File: config.mk
export PLATFORM = sky130hd
export DESIGN_NAME = kfsp_front
export DESIGN_NICKNAME = d
export VERILOG_FILES = /design/src/hw/rtl/kfsp_pkg.sv /design/src/hw/rtl/kfsp_front.sv
export SDC_FILE = /design/constraint.sdc
export NUM_CORES = 1
export LEC_CHECK = 0
export ABC_AREA = 1
export BUFFER_PORTS_ARGS = -buffer_cell sky130_fd_sc_hd__clkbuf_2
export CELL_PAD_IN_SITES_DETAIL_PLACEMENT = 1
export CELL_PAD_IN_SITES_GLOBAL_PLACEMENT = 1
export CORE_MARGIN = 4
export CORE_UTILIZATION = 45
export DETAILED_ROUTE_END_ITERATION = 8
export PLACE_DENSITY = 0.87
export SLEW_MARGIN = 10
export SYNTH_ARGS = -nofsm -noshare
export SYNTH_HDL_FRONTEND = slang
export SYNTH_SLANG_ARGS = --single-unit
File: constraint.sdc
create_clock -name clock -period 12.3 [get_ports clock]
set_input_delay 1.23 -clock clock [delete_from_list [all_inputs] [get_ports clock]]
set_output_delay 1.23 -clock clock [all_outputs]
set_load 0.02 [all_outputs]
File: src/hw/rtl/kfsp_pkg.sv
// Shared types, codes and helpers for the keyframe spline pose player.
// No dependencies; every other file of the block imports this package.
`timescale 1ns / 1ps
package kfsp_pkg;

   localparam int MAX_KEYS_DEF = 64;

   localparam logic [2:0] OPC_CLEAR  = 3'd0;
   localparam logic [2:0] OPC_APPEND = 3'd1;
   localparam logic [2:0] OPC_SAMPLE = 3'd2;
   localparam logic [2:0] OPC_START  = 3'd3;
   localparam logic [2:0] OPC_TICK   = 3'd4;

   localparam logic CSR_PLAY_SPEED  = 1'b0;
   localparam logic CSR_LOOP_ENABLE = 1'b1;

   localparam logic [14:0] PLAY_SPEED_RST = 15'd4096;

   localparam logic signed [35:0] DEG180 = 36'sd11796480;
   localparam logic signed [35:0] DEG360 = 36'sd23592960;

   // 360 deg is 45 << 19; floor(m / 45) = (m * UNW_RECIP) >> 20 for m < 2^16
   localparam logic [14:0] UNW_RECIP = 15'd23302;

   localparam int DIV_DVD_W = 48;
   localparam int DIV_DSR_W = 32;

   typedef enum logic [2:0] {
      CMD_CLEAR,
      CMD_APPEND,
      CMD_SAMPLE,
      CMD_START,
      CMD_TICK,
      CMD_NOP
   } cmd_kind_type;

   typedef struct packed {
      cmd_kind_type       kind;
      logic [31:0]        time_value;
      logic signed [31:0] x;
      logic signed [31:0] y;
      logic signed [31:0] z;
      logic signed [24:0] heading;
      logic signed [23:0] tilt;
      logic [23:0]        view;
      logic               allow;
   } cmd_type;

   typedef struct packed {
      logic [31:0] t;
      logic [31:0] x;
      logic [31:0] y;
      logic [31:0] z;
      logic [31:0] heading;
      logic [31:0] tilt;
      logic [31:0] view;
   } key_entry_type;

   typedef struct packed {
      logic [14:0] speed;
      logic        loop_en;
   } cfg_type;

   typedef enum logic [4:0] {
      ST_IDLE,
      ST_DECODE,
      ST_UNW_WAIT,
      ST_UNW_FIX,
      ST_WRITE,
      ST_TICK0,
      ST_TICK1,
      ST_MOD_WAIT,
      ST_SMP0,
      ST_SMP1,
      ST_SMP2,
      ST_SRCH,
      ST_U_WAIT,
      ST_F0,
      ST_F1,
      ST_F2,
      ST_F3,
      ST_F4,
      ST_SPL_INIT,
      ST_SPL_MUL,
      ST_SPL_ADD,
      ST_RESP
   } state_type;

   function automatic logic signed [31:0] sat32(input logic signed [39:0] v);
      logic signed [31:0] r;
      if (v > 40'sd2147483647) begin
         r = 32'sh7FFFFFFF;
      end else if (v < -40'sd2147483648) begin
         r = 32'sh80000000;
      end else begin
         r = v[31:0];
      end
      return r;
   endfunction

   function automatic logic signed [31:0] chan_sel(input key_entry_type e,
                                                   input logic [2:0] ch);
      logic [31:0] r;
      unique case (ch)
         3'd0: r = e.x;
         3'd1: r = e.y;
         3'd2: r = e.z;
         3'd3: r = e.heading;
         3'd4: r = e.tilt;
         default: r = e.view;
      endcase
      return $signed(r);
   endfunction

endpackage

File: src/hw/rtl/kfsp_front.sv
// Front end: accepts request transactions, classifies the operation and
// queues commands two deep for the back end. Uses kfsp_pkg.
`timescale 1ns / 1ps
module kfsp_front
   import kfsp_pkg::*;
(
   input  logic               clock,
   input  logic               reset,
   input  logic               req_valid,
   output logic               req_stall,
   input  logic [2:0]         req_operation,
   input  logic [31:0]        req_time_value,
   input  logic signed [31:0] req_key_x,
   input  logic signed [31:0] req_key_y,
   input  logic signed [31:0] req_key_z,
   input  logic signed [24:0] req_key_heading,
   input  logic signed [23:0] req_key_tilt,
   input  logic [23:0]        req_key_view_angle,
   input  logic               req_allow_play,
   input  logic               q_pop,
   output logic               q_valid,
   output cmd_type            q_head
);

   cmd_type      entry_ff [2];
   logic         wr_ptr_ff, wr_ptr_in;
   logic         rd_ptr_ff, rd_ptr_in;
   logic [1:0]   count_ff, count_in;
   logic         push;
   cmd_type      cmd;
   cmd_kind_type kind;

   always_comb begin
      unique case (req_operation)
         OPC_CLEAR:  kind = CMD_CLEAR;
         OPC_APPEND: kind = CMD_APPEND;
         OPC_SAMPLE: kind = CMD_SAMPLE;
         OPC_START:  kind = CMD_START;
         OPC_TICK:   kind = CMD_TICK;
         default:    kind = CMD_NOP;
      endcase
      cmd.kind       = kind;
      cmd.time_value = req_time_value;
      cmd.x          = req_key_x;
      cmd.y          = req_key_y;
      cmd.z          = req_key_z;
      cmd.heading    = req_key_heading;
      cmd.tilt       = req_key_tilt;
      cmd.view       = req_key_view_angle;
      cmd.allow      = req_allow_play;
   end

   assign req_stall = (count_ff == 2'd2);
   assign push      = req_valid && !req_stall;
   assign q_valid   = (count_ff != 2'd0);
   assign q_head    = entry_ff[rd_ptr_ff];

   always_comb begin
      wr_ptr_in = push ? ~wr_ptr_ff : wr_ptr_ff;
      rd_ptr_in = q_pop ? ~rd_ptr_ff : rd_ptr_ff;
      count_in  = count_ff + 2'(push) - 2'(q_pop);
   end

   always_ff @(posedge clock) begin
      if (reset) begin
         wr_ptr_ff <= 1'b0;
         rd_ptr_ff <= 1'b0;
         count_ff  <= 2'd0;
      end else begin
         wr_ptr_ff <= wr_ptr_in;
         rd_ptr_ff <= rd_ptr_in;
         count_ff  <= count_in;
      end
   end

   always_ff @(posedge clock) begin
      if (push) begin
         entry_ff[wr_ptr_ff] <= cmd;
      end
   end

endmodule

==> impl_metrics.yaml, run 1 <==
floorplanning:
  io_pins: 416
  fp.dieW_um: 195
  start_util: 0.455
  dieArea_um2: 37900
  die_height_um: 195
  core_area_um2: 34500
  placementRows: 68
timing:
  hold_viol_final: 0
  max_freq_mhz: 200
  finalClockSkew_ns: 0.0193
  tightest_slew_ns: 1.10
  setup_viol: 0
  tns_ns: 0
  slew_headroom: 0.269
  post-route-period-util: 0.406
  slew_viol_final: 0
  fin_crit_ns: 5.00
  grt_setup_unrepaired: "false"
worst_setup_path:
  crit_path_start_kind: "flop"
  crit_type: "reg2out"
  crit_path_frequent_cell: "buf_4"
  crit_path_cell_trace: "buf_4, buf_4, mux2_4, clkbuf_2"
  r2r_cells: 5
  cp_slowest_cell: "dfxtp_4"
  critPathRequiredTime_ns: 11.07
  worstSetupEndpointType: "output pin"
  r2r_start: "count_ff[0]"
  critPathBufInv: 3
  arrival_ns: 3.77
  max_stage_delay_ns: 0.96
  r2r_end: "entry_ff[1][79]"
  critical-path-top-delay-family: "buffers and inverters"
  r2r_slack_ns: 9.38
  cp_max_fo: 59
clock_tree:
  numCtsBuffers: 43
  htree_levels: 2
  clock_path_buffers: 3
  path_clk_slew_ns: 0.05
  root_buffer: "clkbuf_16"
  clock-sinks: 415
  ctsResizeCount: 0
  ctsHoldBuffers: 0
  postCtsSetupRepairBufs: 0
  clock_latency_ns: 0.52
  cts_tree: "built"
power:
  cellPowerDensity_nw_per_um2: 179
  vdd_drop_max_uv: 162
  p_leak_nw: 7.70
  total_power_mw: 3.48
grt:
  grt_overflow: 0
  grt_pass1_wl_um: 55200
  grt_util_all_layers: 0.190
  antenna_found_initial: 4
  grt_pass1_vias: 8831
  grt_max_degree: 136
yosys:
  synth.distinct_cells: 15
  syn_area_um2: 15700
  synthMuxAreaShare: 0.183
  synthXorXnorAreaFrac: 0.000559
  synth-simple-area-share: 0.00399
  yosys_warnings: 0
  syn_inst: 676
  synth_top_family_by_area: "multiplexers"
  synth_adder_area_share: 0.00160
  postSynthAreaPerCell_um2: 23.2
  syn_nets: 887
  ys_seq_area_frac: 0.792
  synth_compound_area_frac: 0.00112
  synth-seq-cells: 415
job:
  maxCapViolCount: 0
detailed_routing:
  dr.pass1.iters: 4
  drc_errors: 0
  drt_first_iter_violations: 394
  drt-total-wl_um: 36600
  wl_per_cell_um: 22.8
  vias: 7970
  vias_per_cell: 4.96
  drtAntennaViolNets: 0
placement:
  finalWeightedCongestion: 0.777
  hpwl_um: 25800
  port_buffers: 415
layout:
  area_delta_synth_final_pct: 24.2
  nets: 1330
  utilization: 0.565
  final_layout_size_suffix_gt1_frac: 0.595
hold_path:
  hold_depth: 2
  min_from: "rd_ptr_ff"
  worstHoldPathType: "reg2reg"
status:
  status: "complete, no violations"
state kept, by name (all words and copies together), names as in the netlist, named ones only:
register   count
count_ff       2
rd_ptr_ff      1
wr_ptr_ff      1
entry_ff     410
area by class of cell:
class	instances	area [µm²]
well taps	455	569
inverters	10	45.0
multi-input cells	227	2990
clock inverters	27	204
diodes	2	5.00
repair buffers	422	2130
fillers	3160	15000
clock buffers	48	1090
flip-flops and latches	415	12400
how the worst max path moves through the flow:
stage                           endpoint  cells after the start  slack (ns)
after floorplan           entry_ff[0][0]                      2        1.73
after global placement        q_head[93]                      4        7.91
after detailed placement     q_head[103]                      4        7.80
after CTS                    q_head[176]                      4        7.23
after global routing         q_head[119]                      4        7.10
final                        q_head[119]                      4        7.30
report_power, final:
group          total, mW  internal (mW)  switching, mW  leakage (nW)
clock               1.20          0.700          0.502         0.638
sequential          1.74           1.70         0.0435          3.86
combinational      0.533          0.216          0.317          3.20
cell usage in the layout, fill, tap and decap left out, drive strengths merged:
cell and n:
clkbuf 463, edfxtp 410, mux2 205, clkinv 22, inv 12, nand2 7
buf 7, nor2 7, dfxtp 5, bufinv 3, diode 2, nand3 2
a21oi 2, ha 2, a21o 1, xnor2 1
layer usage:
layer,vias to the layer above,wire [µm],share of wire,global-route usage
met5,-,21,0.00057,0
met4,4,1270,0.035,0.0654
met3,81,3160,0.086,0.0666
met2,359,18700,0.51,0.327
met1,3962,13400,0.37,0.221
li1,3564,-,-,-
Yosys cell counts:
library cell	n	area, µm²
nor2_1	7	26.3
mux2_4	150	2250
buf_2	5	25.0
a21oi_1	2	10.0
a21o_1	1	7.51
dfxtp_1	5	100
clkbuf_1	1	3.75
nand3_1	2	10.0
mux2_2	55	619
xnor2_1	1	8.76
edfxtp_1	410	12300
nand2_1	7	26.3
inv_1	10	37.5
ha_1	2	25.0
buf_6	18	203
logic make-up (layout without fill, tap and decap cells):
logic type,Yosys count,in the layout
other,0,2
AOI/OAI and AO/OA,3,3
xor gates and xnor gates,1,1
DFF,415,415
and+or+nand+nor,16,16
buffers and inverters,34,507
adders and majority gates,2,2
muxes,205,205
worst reg2reg max path, delay by kind of cell (launching register included):
family,cells,cell delay [ns]
buffers and inverters,3,1.80
and+or+nand+nor,2,0.34
DFF,1,0.33
through the flow:
step	std cells	worst slack, ns	instance area, µm²	hold WS (ns)
after CTS	1604	7.23	19500	0.521
after global placement	1529	7.91	18200	0.493
after detailed placement	1529	7.80	18200	0.504
after global routing	1606	7.10	19500	0.574
after floorplan	676	1.73	15700	0.475
final	1606	7.30	19500	0.515
No activity file was read; power rests on OpenSTA's default activity.
==> run 2, diff against run 1 <==
--- a/config.mk
+++ b/config.mk
@@ -10,9 +10,9 @@
 export CELL_PAD_IN_SITES_DETAIL_PLACEMENT = 1
 export CELL_PAD_IN_SITES_GLOBAL_PLACEMENT = 1
 export CORE_MARGIN = 4
-export CORE_UTILIZATION = 45
+export CORE_UTILIZATION = 40
 export DETAILED_ROUTE_END_ITERATION = 8
-export PLACE_DENSITY = 0.87
+export PLACE_DENSITY = 0.82
 export SLEW_MARGIN = 10
 export SYNTH_ARGS = -nofsm -noshare
 export SYNTH_HDL_FRONTEND = slang
==> constraint.sdc (replaced) <==
create_clock -name clock -period 4 [get_ports clock]
set_input_delay 0.4 -clock clock [delete_from_list [all_inputs] [get_ports clock]]
set_output_delay 0.4 -clock clock [all_outputs]
set_load 0.02 [all_outputs]
==> impl_metrics.yaml, run 2 (same netlist as run 1, synthesis figures left out) <==
status:
  status: "complete, no violations"
grt:
  grt_pass1_wl_um: 54200
  grt_overflow: 0
  grt_pass1_vias: 8902
  grt_max_degree: 139
  antenna_found_initial: 4
  grt_util_all_layers: 0.170
placement:
  port_buffers: 415
  hpwl_um: 25300
  place_ws_ns: 1.71
  finalWeightedCongestion: 0.797
  placedCellCount: 1598
timing:
  setup_viol: 0
  fin_crit_ns: 2.84
  max_freq_mhz: 352
  setup_ws_ns: 1.16
  tns_ns: 0
  post-route-period-util: 0.711
  hold_ws_ns: 0.0448
  finalClockSkew_ns: 0.0104
  slew_headroom: 0.348
  slew_viol_final: 0
  tightest_slew_ns: 0.978
  hold_viol_final: 0
  grt_setup_unrepaired: "false"
clock_tree:
  postCtsSetupRepairBufs: 0
  htree_levels: 2
  clock-sinks: 415
  numCtsBuffers: 43
  path_clk_slew_ns: 0.06
  root_buffer: "clkbuf_16"
  clock_path_buffers: 3
  ctsResizeCount: 0
  ctsHoldBuffers: 9
  clock_latency_ns: 0.55
  cts_tree: "built"
worst_setup_path:
  critPathRequiredTime_ns: 3.60
  arrival_ns: 2.44
  crit_path_cell_trace: "buf_4, mux2_2, clkbuf_2"
  critical-path-top-delay-family: "flip-flops"
  cp_max_fo: 43
  max_stage_delay_ns: 0.89
  crit_path_start_kind: "flop"
  crit_type: "reg2out"
  critPathBufInv: 2
  worstSetupEndpointType: "output pin"
  cp_slowest_cell: "dfxtp_4"
detailed_routing:
  dr.pass1.iters: 4
  drt-total-wl_um: 37100
  wl_per_cell_um: 22.0
  drc_errors: 0
  drt_first_iter_violations: 415
  vias_per_cell: 4.75
  drtAntennaViolNets: 0
  vias: 8021
layout:
  nets: 1345
  reg_top3: "entry_ff (410), count_ff (2)"
  multi_input_area_um2: 2990
  regMostFlops: "entry_ff"
  largest_register_ffs: 410
  fillerInstances: 3675
  final_cell_mix: "clkbuf_2, edfxtp_1, mux2_4"
  area_delta_synth_final_pct: 26.8
  final_layout_size_suffix_gt1_frac: 0.603
  layout_commonest_cell: "clkbuf_2"
  register_area_um2: 12400
  fin_cells: 1687
floorplanning:
  io_pins: 416
  fp.dieW_um: 206
  placementRows: 72
  dieArea_um2: 42400
  start_util: 0.405
  die_height_um: 206
  core_area_um2: 38600
hold_path:
  worstHoldPathType: "in2reg"
power:
  vdd_drop_max_uv: 357
  total_power_mw: 11.0
  p_leak_nw: 7.84
  cellPowerDensity_nw_per_um2: 554
job:
  maxCapViolCount: 0
run 2: layout make-up:
| cell class | instances | share of cell area |
|---|---|---|
| Antenna cell | 3 | 0.000378 |
| Clock buffer | 49 | 0.0574 |
| Sequential cell | 415 | 0.625 |
| Timing Repair Buffer | 437 | 0.118 |
| Multi-Input combinational cell | 227 | 0.151 |
| Inverter | 10 | 0.00208 |
| Clock inverter | 28 | 0.0137 |
| Tap cell | 518 | 0.0326 |
run 2: layer usage:
| metal | share of wire | GRT usage |
|---|---|---|
| met1 | 0.36 | 0.192 |
| met2 | 0.52 | 0.302 |
| met3 | 0.088 | 0.0574 |
| met4 | 0.029 | 0.0599 |
| met5 | 0.00086 | 0 |
run 2: report_power, final:
group	switching [mW]	total, mW	internal, mW
clock	1.60	3.97	2.37
sequential	0.123	5.35	5.23
combinational	0.999	1.69	0.688
total	2.72	11.0	8.29
run 2: path summary, 6_finish.rpt:
check                              startpoint                to  slack, ns  cells after the start
worst max register to register    count_ff[0]   entry_ff[0][75]       2.05                      5
worst max-delay path                     flop         q_head[0]       1.16                      3
worst min register to register      rd_ptr_ff              flop       0.53                      2
worst min-delay path            req_key_x[24]  entry_ff[0][162]       0.04                      1
run 2: stage by stage:
step                instance area [µm²]  utilization
CTS                               19900        0.514
floorplan                         15700            -
global placement                  18400        0.475
detailed placement                18400        0.475
finish                            19900        0.514
global route                      19900        0.514
